`src/sris_pkg.sv`:
```
// Shared types and constants for the sorted row insertion search core.
package sris_pkg;

    localparam int MaxRow   = 64;
    localparam int AddrW    = $clog2(MaxRow);
    localparam int LenW     = 7;
    localparam int ValW     = 32;
    localparam int QueueDepth = 2;

    localparam logic OP_LOAD  = 1'b0;
    localparam logic OP_QUERY = 1'b1;

    localparam logic [0:0] REG_RIGHT_SIDE = 1'd0;
    localparam logic [0:0] REG_ROW_LENGTH = 1'd1;

    // Classified command passed from front to back
    typedef struct packed {
        logic             is_query;
        logic [AddrW-1:0] addr;
        logic [ValW-1:0]  value;
    } cmd_t;

    // Scan test: does the query pass against the entry
    function automatic logic passes(input logic [ValW-1:0] q, input logic [ValW-1:0] e,
                                    input logic right);
        logic       q_nan;
        logic       e_nan;
        logic [ValW-1:0] kq;
        logic [ValW-1:0] ke;
        q_nan = (q[30:0] > 31'h7F800000);
        e_nan = (e[30:0] > 31'h7F800000);
        if (q[30:0] == 31'd0)
            kq = 32'h80000000;
        else if (q[31])
            kq = ~q;
        else
            kq = q | 32'h80000000;
        if (e[30:0] == 31'd0)
            ke = 32'h80000000;
        else if (e[31])
            ke = ~e;
        else
            ke = e | 32'h80000000;
        if (q_nan || e_nan)
            passes = 1'b0;
        else if (right)
            passes = (kq >= ke);
        else
            passes = (kq > ke);
    endfunction

endpackage

```
`src/sris_front.sv`:
```
// Front end: takes input transfers, tracks the load pointer, classifies items.
module sris_front
    import sris_pkg::*;
(
    input  logic            clk,
    input  logic            rst_n,
    input  logic            valid,
    output logic            ready,
    input  logic            operation,
    input  logic [ValW-1:0] value,
    input  logic [LenW-1:0] eff_len,
    output logic            cmd_valid,
    input  logic            cmd_ready,
    output cmd_t            cmd
);

    logic [LenW-1:0] ptr_reg;
    logic [LenW-1:0] ptr_next;
    logic            accept;
    logic            keep;

    assign ready = cmd_ready;
    assign accept = valid && ready;

    // Loads past the row end and queries on an empty row are dropped
    always_comb
    begin
        if (operation == OP_LOAD)
            keep = (ptr_reg < eff_len);
        else
            keep = (eff_len != '0);
    end

    assign cmd_valid    = accept && keep;
    assign cmd.is_query = (operation == OP_QUERY);
    assign cmd.addr     = ptr_reg[AddrW-1:0];
    assign cmd.value    = value;

    // Load pointer
    always_comb
    begin
        ptr_next = ptr_reg;
        if (accept)
        begin
            if (operation == OP_QUERY)
                ptr_next = '0;
            else if (keep)
                ptr_next = ptr_reg + 1'b1;
        end
    end

    always_ff @(posedge clk or negedge rst_n)
    begin
        if (!rst_n)
            ptr_reg <= '0;
        else
            ptr_reg <= ptr_next;
    end

endmodule

```
`src/sris_queue.sv`:
```
// Short command queue between the front and back ends.
module sris_queue
    import sris_pkg::*;
(
    input  logic clk,
    input  logic rst_n,
    input  logic in_valid,
    output logic in_ready,
    input  cmd_t in_cmd,
    output logic out_valid,
    input  logic out_ready,
    output cmd_t out_cmd
);

    localparam int PtrW = $clog2(QueueDepth);

    cmd_t            slot_reg [QueueDepth];
    logic [PtrW-1:0] wr_reg;
    logic [PtrW-1:0] rd_reg;
    logic [PtrW:0]   count_reg;
    logic            push;
    logic            pop;

    assign in_ready  = (count_reg != QueueDepth[PtrW:0]);
    assign out_valid = (count_reg != '0);
    assign out_cmd   = slot_reg[rd_reg];
    assign push = in_valid && in_ready;
    assign pop  = out_valid && out_ready;

    always_ff @(posedge clk)
    begin
        if (push)
            slot_reg[wr_reg] <= in_cmd;
    end

    // Pointers and fill count
    always_ff @(posedge clk or negedge rst_n)
    begin
        if (!rst_n)
        begin
            wr_reg    <= '0;
            rd_reg    <= '0;
            count_reg <= '0;
        end
        else
        begin
            if (push)
                wr_reg <= wr_reg + 1'b1;
            if (pop)
                rd_reg <= rd_reg + 1'b1;
            count_reg <= count_reg + {{PtrW{1'b0}}, push} - {{PtrW{1'b0}}, pop};
        end
    end

endmodule

```
`src/sris_back.sv`:
```
// Back end: row memory writes and the slot-by-slot query scan.
module sris_back
    import sris_pkg::*;
(
    input  logic            clk,
    input  logic            rst_n,
    input  logic            cmd_valid,
    output logic            cmd_ready,
    input  cmd_t            cmd,
    input  logic            right_side,
    input  logic [LenW-1:0] eff_len,
    output logic            out_valid,
    input  logic            out_ready,
    output logic [LenW-1:0] position
);

    typedef enum logic [2:0] {
        ST_IDLE  = 3'b001,
        ST_SCAN  = 3'b010,
        ST_OUT   = 3'b100
    } state_t;

    logic [ValW-1:0] mem [MaxRow];
    logic [ValW-1:0] rd_data_reg;
    logic [ValW-1:0] query_reg;
    logic [LenW-1:0] idx_reg;
    logic [LenW-1:0] rd_idx_reg;
    logic            rd_pend_reg;
    logic [LenW-1:0] pos_reg;
    state_t          state_reg;
    logic            start;
    logic            issue;
    logic            last_issue;

    assign cmd_ready = (state_reg == ST_IDLE);
    assign start     = cmd_valid && cmd_ready && cmd.is_query;
    assign issue     = (state_reg == ST_SCAN) && (idx_reg < eff_len);
    assign last_issue = 1'b0;
    assign out_valid = (state_reg == ST_OUT);
    assign position  = pos_reg;

    // Row memory: one write port, one registered read port
    always_ff @(posedge clk)
    begin
        if (cmd_valid && cmd_ready && !cmd.is_query)
            mem[cmd.addr] <= cmd.value;
        if (start)
            rd_data_reg <= mem['0];
        else
            rd_data_reg <= mem[idx_reg[AddrW-1:0]];
        if (start)
            query_reg <= cmd.value;
    end

    // Scan: one slot read issued per cycle, tested the cycle after
    always_ff @(posedge clk or negedge rst_n)
    begin
        if (!rst_n)
        begin
            state_reg   <= ST_IDLE;
            idx_reg     <= '0;
            rd_idx_reg  <= '0;
            rd_pend_reg <= 1'b0;
            pos_reg     <= '0;
        end
        else
        begin
            case (state_reg)
                ST_IDLE:
                begin
                    if (start)
                    begin
                        state_reg   <= ST_SCAN;
                        idx_reg     <= 7'd1;
                        rd_idx_reg  <= '0;
                        rd_pend_reg <= 1'b1;
                    end
                end
                ST_SCAN:
                begin
                    if (rd_pend_reg && !passes(query_reg, rd_data_reg, right_side))
                    begin
                        pos_reg   <= rd_idx_reg;
                        state_reg <= ST_OUT;
                    end
                    else if (!issue && rd_pend_reg && (rd_idx_reg + 1'b1 >= eff_len))
                    begin
                        pos_reg   <= eff_len;
                        state_reg <= ST_OUT;
                    end
                    else if (issue)
                    begin
                        rd_idx_reg  <= idx_reg;
                        rd_pend_reg <= 1'b1;
                        idx_reg     <= idx_reg + 1'b1;
                    end
                    else
                    begin
                        pos_reg   <= eff_len;
                        state_reg <= ST_OUT;
                    end
                end
                ST_OUT:
                begin
                    if (out_ready && !last_issue)
                        state_reg <= ST_IDLE;
                end
                default:
                    state_reg <= ST_IDLE;
            endcase
        end
    end

endmodule

```
`src/sorted_row_insertion_search_core.sv`:
```
// Top level of the sorted row insertion search core.
// A load transfer writes the next row slot; loads past the row end are
// dropped. A query scans slots from 0 through the registered read port of the row
// memory, one slot per cycle, and returns the first failing slot or the row length.
// A two-entry command queue lets loads and queries be taken while a scan or a
// result is still pending.
module sorted_row_insertion_search_core
    import sris_pkg::*;
(
    input  logic            clk,
    input  logic            rst_n,
    input  logic            valid,
    output logic            ready,
    input  logic            operation,
    input  logic [ValW-1:0] value,
    output logic            out_valid,
    input  logic            out_ready,
    output logic [LenW-1:0] position,
    input  logic            cfg_we,
    input  logic [0:0]      cfg_index,
    input  logic [LenW-1:0] cfg_data
);

    logic            right_side_reg;
    logic [LenW-1:0] row_length_reg;
    logic [LenW-1:0] eff_len;
    logic            f_valid;
    logic            f_ready;
    cmd_t            f_cmd;
    logic            q_valid;
    logic            q_ready;
    cmd_t            q_cmd;

    // Configuration registers
    always_ff @(posedge clk or negedge rst_n)
    begin
        if (!rst_n)
        begin
            right_side_reg <= 1'b0;
            row_length_reg <= 7'd64;
        end
        else if (cfg_we)
        begin
            case (cfg_index)
                REG_RIGHT_SIDE: right_side_reg <= cfg_data[0];
                REG_ROW_LENGTH: row_length_reg <= cfg_data;
                default: ;
            endcase
        end
    end

    assign eff_len = (row_length_reg > LenW'(MaxRow)) ? LenW'(MaxRow) : row_length_reg;

    sris_front u_front (
        .clk(clk), .rst_n(rst_n), .valid(valid), .ready(ready),
        .operation(operation), .value(value), .eff_len(eff_len),
        .cmd_valid(f_valid), .cmd_ready(f_ready), .cmd(f_cmd)
    );

    sris_queue u_queue (
        .clk(clk), .rst_n(rst_n), .in_valid(f_valid), .in_ready(f_ready), .in_cmd(f_cmd),
        .out_valid(q_valid), .out_ready(q_ready), .out_cmd(q_cmd)
    );

    sris_back u_back (
        .clk(clk), .rst_n(rst_n), .cmd_valid(q_valid), .cmd_ready(q_ready), .cmd(q_cmd),
        .right_side(right_side_reg), .eff_len(eff_len),
        .out_valid(out_valid), .out_ready(out_ready), .position(position)
    );

endmodule

```
`config.mk`:
```
export PLATFORM = sky130hd
export DESIGN_NAME = sorted_row_insertion_search_core
export DESIGN_NICKNAME = d
export VERILOG_FILES = /design/src/sris_pkg.sv /design/src/sris_front.sv /design/src/sris_queue.sv /design/src/sris_back.sv /design/src/sorted_row_insertion_search_core.sv
export SDC_FILE = /design/constraint.sdc
export NUM_CORES = 2
export LEC_CHECK = 0
export BUFFER_PORTS_ARGS = -buffer_cell sky130_fd_sc_hd__clkbuf_2
export CAP_MARGIN = 20
export CORE_AREA = 2 2 593 300
export CTS_CLUSTER_SIZE = 12
export DETAILED_ROUTE_END_ITERATION = 8
export DIE_AREA = 0 0 595 302
export PLACE_DENSITY = 0.65
export SYNTH_ARGS = -nofsm -noshare
export SYNTH_HDL_FRONTEND = slang
export SYNTH_SLANG_ARGS = --single-unit
```
`constraint.sdc`:
```
create_clock -name clk -period 10.6 [get_ports clk]
set_input_delay 0 -clock clk [delete_from_list [all_inputs] [get_ports clk]]
set_output_delay 0 -clock clk [all_outputs]
set_load 0.005 [all_outputs]
```
Word level (Yosys, flattened, before mapping)
Memories as Yosys holds them, arrays and structs flattened. Index checks and enable logic that the tools add are counted.

$lt $le $gt $ge: 8. Add/sub/neg operators: 7. Reductions and logical operators: 26. Equality and inequality tests: 11. Bitwise logic cells: 3. Mux-type cells: 42.

Operators by type and width (count): 32-bit 2-to-1 mux (7); 7-bit 2-to-1 mux (14); 32-bit NOT (2); 31-bit > comparator, second input constant (2); 31-bit logical NOT (2); 32-bit greater-or-equal comparator (1); 32-bit > comparator (1); 7-bit one-hot mux with 2 select lines (2); 7-bit by 1-bit adder with 7-bit output, second input constant (3); 3-bit 2-to-1 mux (5); 7-bit < comparator (2); 1-bit 2-to-1 mux (12); 1-bit logical AND (10); 3-bit one-hot mux with 3 select lines (1); 2-bit inequality test, second input constant (4); 2-bit AND reduction (4); 7-bit greater-or-equal comparator (1); 7-bit > comparator, second input constant (1); 7-bit nonzero test (1); 2-bit nonzero test (3); 5-bit AND reduction (1); 2-bit by 1-bit inequality test with 1-bit output, second input constant (2); 4-bit inequality test, second input constant (1); 3-bit by 1-bit == test with 1-bit output, second input constant (1); other kinds (11) (14).

Bits in writable memories: 2126. Register bits: 108. Output and inout bits: 9. Word-level logic and storage cells: 112. Memories kept: 2.

Memory list: u_back.mem (words 64, width 32, read ports 2, clocked after memory_dff 0, write ports 1, RTL line sris_back.sv:23) `logic [ValW-1:0] mem [MaxRow];`; u_queue.slot_reg (words 2, width 39, read ports 1, clocked after memory_dff 0, write ports 1, RTL line sris_queue.sv:17) `cmd_t slot_reg [QueueDepth];`.

Logic depth before layout (Yosys ltp)
Depth after elaboration: 12. Gate-level depth with buffers: 16.

Hierarchy
A second synthesis with hierarchy kept.

Cells, all modules: 3757. Area total of the unflattened synthesis: 87089.8 um2.

Modules (own cells, without submodules): sris_back (instances 1, sequential area each 63727.4 um2, area each 82785.6 um2, cells an instance 3478); sris_queue (instances 1, sequential area each 2442.3 um2, area each 3020.4 um2, cells an instance 143); sris_front (instances 1, sequential area each 175.2 um2, area each 938.4 um2, cells an instance 111); sorted_row_insertion_search_core (instances 1, sequential area each 201.4 um2, area each 345.3 um2, cells an instance 25).

Least setup slack after synthesis
Ideal clock, no wire load.

Path type: reg-to-reg. Start: register row_length_reg[6]. End: memory u_queue.slot_reg[0][0] in the netlist's numbering (enable). Setup time: 440 ps. Data required time: 10160 ps. Path slack: 6405 ps. Arrival time: 3755 ps. Period minus slack after synthesis: 4195 ps. Stages on the path, launching flop included: 10. Cell sequence: dfstp_2 -> inv_1 -> nand2_1 -> ha_1 -> o21ai_0 -> a21oi_1 -> a21oi_1 -> nor2_1 -> a41oi_1 -> nor2b_1.

Word-level cells in the longest chain between the ends: 8. Elaborated cells between the ends (all ways): 9. Classes of those cells: order compare: 2; mux: 4; reduce/logical: 3.

RTL lines: from (decl) (RTL line sorted_row_insertion_search_core.sv:25) `logic [LenW-1:0] row_length_reg;`; from (signal assigned) (RTL line sorted_row_insertion_search_core.sv:46) `REG_ROW_LENGTH: row_length_reg <= cfg_data;`; 7-bit > comparator (RTL line sorted_row_insertion_search_core.sv:52) `assign eff_len = (row_length_reg > LenW'(MaxRow)) ? LenW'(MaxRow) : row_length_reg;`; 7-bit 2-to-1 mux (*) (RTL line sorted_row_insertion_search_core.sv:52); 7-bit < comparator or 7-bit nonzero test (tied branches) (RTL line sris_front.sv:29, sris_front.sv:31); 1-bit 2-to-1 mux (*) (RTL line sris_front.sv:28) `if (operation == OP_LOAD)`; 1-bit logical AND (*) (RTL line sris_front.sv:34) `assign cmd_valid = accept && keep;`; 1-bit logical AND (*) (RTL line sris_queue.sv:27) `assign push = in_valid && in_ready;`; via u_queue.push (RTL line sris_queue.sv:21) `logic push;`; 1-bit 2-to-1 mux (*) (RTL line sris_queue.sv:32) `if (push)`; 1-bit 2-to-1 mux (implied by the code) (*) (RTL line sris_queue.sv:33) `slot_reg[wr_reg] <= in_cmd;`; to (decl) (RTL line sris_queue.sv:17).

The timed path passes the listed nets; every way through them passes the cells marked *.

Final worst setup path
Start: register u_back.query_reg[4]. End: register u_back.pos_reg[0] (netlist: u_back.position[0]).

Word-level cells in the longest chain between the ends: 12. Elaborated cells between the ends (all ways): 17. Classes of those cells: order compare: 3; eq/ne: 1; mux: 7; bitwise: 1; reduce/logical: 5.

RTL lines: from (decl) (RTL line sris_back.sv:25) `logic [ValW-1:0] query_reg;`; from (signal assigned) (RTL line sris_back.sv:52) `query_reg <= cmd.value;`; branches (longest 6 deep; another with 32-bit > comparator); 1-bit 2-to-1 mux (*) (RTL line sris_pkg.sv:44) `if (q_nan || e_nan)`; 1-bit 2-to-1 mux (*) (RTL line sris_back.sv:68) `case (state_reg)`; 1-bit logical NOT (*) (RTL line sris_back.sv:81) `if (rd_pend_reg && !passes(query_reg, rd_data_reg, right_side))`; 1-bit logical AND (*) (RTL line sris_back.sv:81); 3-bit inequality test (no line); 2-bit AND reduction (no line); to (signal assigned) (RTL line sris_back.sv:83) `pos_reg <= rd_idx_reg;`; to (signal assigned) (RTL line sris_back.sv:88) `pos_reg <= eff_len;`; to (signal assigned) (RTL line sris_back.sv:99) `pos_reg <= eff_len;`; to (decl) (RTL line sris_back.sv:29) `logic [LenW-1:0] pos_reg;`.

Every way passes the cells marked *. The select of a mux whose other input is x is not followed. A chain may end at the register's enable or synchronous reset.

==> reports/metrics.csv <==
stage,metric,value,unit
outcome,status,finished clean,
synthesis,post-synthesis mux area share,0.184,
critical_path,crit-path leading delay family,simple AND/OR/NAND/NOR gates,
route,# DRC,0,
final_layout,"Core Util, Final",0.557,
die,starting density of the core,0.496,
route,post-DR wirelength/cell,36.2,µm
clock_network,number of H-tree levels,4,
synthesis,Post-Syn Instances,3739,
timing,Final Cycle Share,0.523,
synthesis,Simple-Gate Fraction of Synth Area,0.0173,
synthesis,Area contributors post-synth,"edfxtp_1, mux4_2, dfrtp_1, mux2_2, ha_1",
clock_network,CTS Buffer Depth,4,
critical_path,CP dominant cell by count,nor4_1,
synthesis,cell taking the most area after synthesis,edfxtp_1,
clock_network,CTS Buf Count,214,
die,row cnt,109,
clock_network,Clock Latency Late Sink,840,ps
route,TritonRoute pass-1 iters,5,
synthesis,Ys Warns,0,
die,Die X-Extent,595,µm
critical_path,CP cell instances,nor4_1 -> nand3_1 -> nor2_2 -> buf_8 -> nor2_1 -> ha_1 -> nand4_1 -> nor4_1 -> nor3b_1 -> a211o_1 -> a41oi_1 -> o221a_2,
critical_path,worst reg2reg path endpoint,u_back.position[0],
die,Core ar.,175000,µm²
synthesis,"Distinct cells, synth",56,
synthesis,Post-Syn Nets,3841,
hold_path,WHS Endpoint,u_front.ptr_reg[1],
timing,final setup margin,5060,ps
hold_path,HP Start,operation,
synthesis,fraction of synthesized cell area taken by the top area cell type,0.746,
timing,"Slew Viols, Final",0,
timing,worst slew pin tran,1150,ps
synthesis,Post-Synth Adder-Cell Area,0.00806,
power,pwr dens,255,nW/µm²
grt,"Remaining Overflow, GRT",0,
timing,Final Hold Fails,0,
hold_path,Hold Path Cell Cnt,4,
critical_path,CP arrival,6250,ps
route,Final ANT Viol Nets,0,
final_layout,Post-Layout Cell Count,6461,
final_layout,layout cell share with drive strength beyond 1,0.301,
place,Port-buffer cells,54,
critical_path,Worst setup EP type,flip-flop,
timing,"Min Clock Period, post-route",5540,ps
synthesis,average size of a mapped cell,23.2,µm²
critical_path,critical path startpoint category,flip-flop,
timing,Slew headroom,0.229,
clock_network,CTS root buffer,clkbuf_16,
synthesis,Netlist Area Pre-Place,86900,µm²
timing,Max Fclk,180,MHz
final_layout,"leading cell type in the layout, fill and taps excluded",edfxtp_1,
synthesis,synthesized flop and latch total,2234,
route,"wirelength, routed",234000,µm
synthesis,post-synthesis sequential area ratio,0.766,
flow_run,Max Cap Violations,0,
route,detailed-route via count,42700,
timing,Fin Hold WS,112,ps
clock_network,CTS tree,yes,
critical_path,crit-path max FO,21,
die,Die H,302,µm
place,pre-CTS setup slack,5000,ps
synthesis,post-synthesis xor/xnor area fraction,0.00766,
grt,largest net degree at the start of global routing,137,
final_layout,fin area,97600,µm²
die,IO Count,55,
route,DR iter-0 viols,7802,
grt,vias in the first global route,40500,
place,Final GP Congestion,0.992,
place,Final HPWL DP,131000,µm
clock_network,post-CTS sizing,0,
final_layout,most frequent cells in the layout,"edfxtp_1, mux4_2, clkbuf_16",
clock_network,# hold bufs at CTS,94,
critical_path,worst setup path class,flip-flop to flip-flop,
grt,total track usage,0.261,
synthesis,Synth async-reset ratio,0.0197,
grt,initial antenna violation count,25,
final_layout,Nets,4151,
critical_path,worst reg2reg path startpoint,u_back.query_reg[4],
critical_path,CP required,11300,ps
timing,RSZ-0062 raised after global routing,no,
clock_network,Post-CTS Setup Bufs,0,
critical_path,CP Depth,12,
grt,first-pass GRT wire length,326000,µm
synthesis,number of synthesized flops with an enable pin,2158,
clock_network,CTS Sinks,2234,
critical_path,Worst R2R Path Depth,12,
place,Placed Instance Area,90900,µm²
clock_network,register clock-pin slew on the reported worst setup and hold paths,60,ps
power,Final Power,24.9,mW
critical_path,flop-to-flop setup slack,5060,ps
final_layout,max reg flops,2048,
hold_path,HP Class,input pin to flip-flop,
power,Pleak,30.1,nW
synthesis,post-synthesis compound-gate area fraction,0.00667,
place,Cells after DPL,6067,
critical_path,CP Buf/Inv Count,1,
synthesis,largest family of logic cells by synthesized area,multiplexers,
synthesis,"Primary FF master, synth",edfxtp_1,
final_layout,"Area growth, synth to finish",12.3,%
critical_path,slowest CP cell,nor4_1,
timing,setup TNS,0,ps
route,vias per cell,6.62,
power,worst vdd ir,0.260,mV
critical_path,worst stage delay on the critical path,840,ps
die,Die Area,180000,µm²
timing,skew final,67.5,ps
timing,"Setup violations, final",0,
## routing by layer
metal	GRT usage	part of all wire	up-vias	routed length, µm
met5	0	0.00096	-	224
met4	0.0539	0.020	10	4670
met3	0.0962	0.15	341	34800
met2	0.347	0.41	2940	95700
met1	0.414	0.42	23000	98500
li1	-	-	16400	-
## power by group
group / leakage [nW] / internal [mW] / total (mW) / switching [mW]
Clock: 2.78 / 3.67 / 6.74 / 3.06
Combinational: 7.09 / 2.33 / 6.61 / 4.28
Sequential: 20.3 / 11.3 / 11.6 / 0.290
Total: 30.1 / 17.3 / 24.9 / 7.63
## cell families (layout without fill, tap and decap cells)
group                      Yosys count  after routing
xor gates and xnor gates            76             76
adders and majority gates           56             56
AOI/OAI and AO/OA                   81             81
muxes                              750            750
buffers and inverters              216            592
and+or+nand+nor                    326            326
other                                0             15
DFF                               2234           2234
## worst reg2reg max path: stages, from the launching register on
cell      delay, ps
edfxtp_1        410
nor4_1          840
nand3_1         340
nor2_2          560
buf_8           260
nor2_1           80
ha_1            300
nand4_1         170
nor4_1          560
nor3b_1         320
a211o_1         660
a41oi_1         500
o221a_2         420
## worst max path at each step
stage                              to                 start  slack (ps)
2_1_floorplan  u_queue.slot_reg[0][0]     row_length_reg[6]        6410
3_3_place_gp       u_back.position[6]  u_back.query_reg[16]        5070
3_5_place_dp      u_back.state_reg[2]  u_back.query_reg[16]        5000
4_1_cts            u_back.position[0]  u_back.query_reg[16]        4960
5_1_grt            u_back.position[0]  u_back.query_reg[16]        4780
6_report           u_back.position[0]   u_back.query_reg[4]        5060
## synthesized netlist by cell type (8+ instances only)
master    number
buf_1         23
nor2_1       119
xnor2_1       37
mux4_2       672
nand4_1       26
nand3_1       21
xor2_1        39
o32ai_1        8
mux2_2        74
a21oi_1       21
buf_2         45
o211ai_1      12
nand2_1       90
inv_1         32
clkbuf_1     108
nor4_1        18
ha_1          56
nor3_1        14
dfxtp_1       32
edfxtp_1    2158
dfrtp_1       42
o21ai_0       14
## area by class of cell
cell class | count | area (µm²)
clock buffer | 275 | 5660
tap | 2331 | 2920
timing repair buffer | 278 | 2330
fill | 12800 | 77500
inverter | 32 | 120
sequential | 2234 | 66600
clock inverter | 7 | 42.5
antenna | 15 | 37.5
multi-input combinational | 1289 | 20000
No activity file was read; power rests on OpenSTA's default activity.
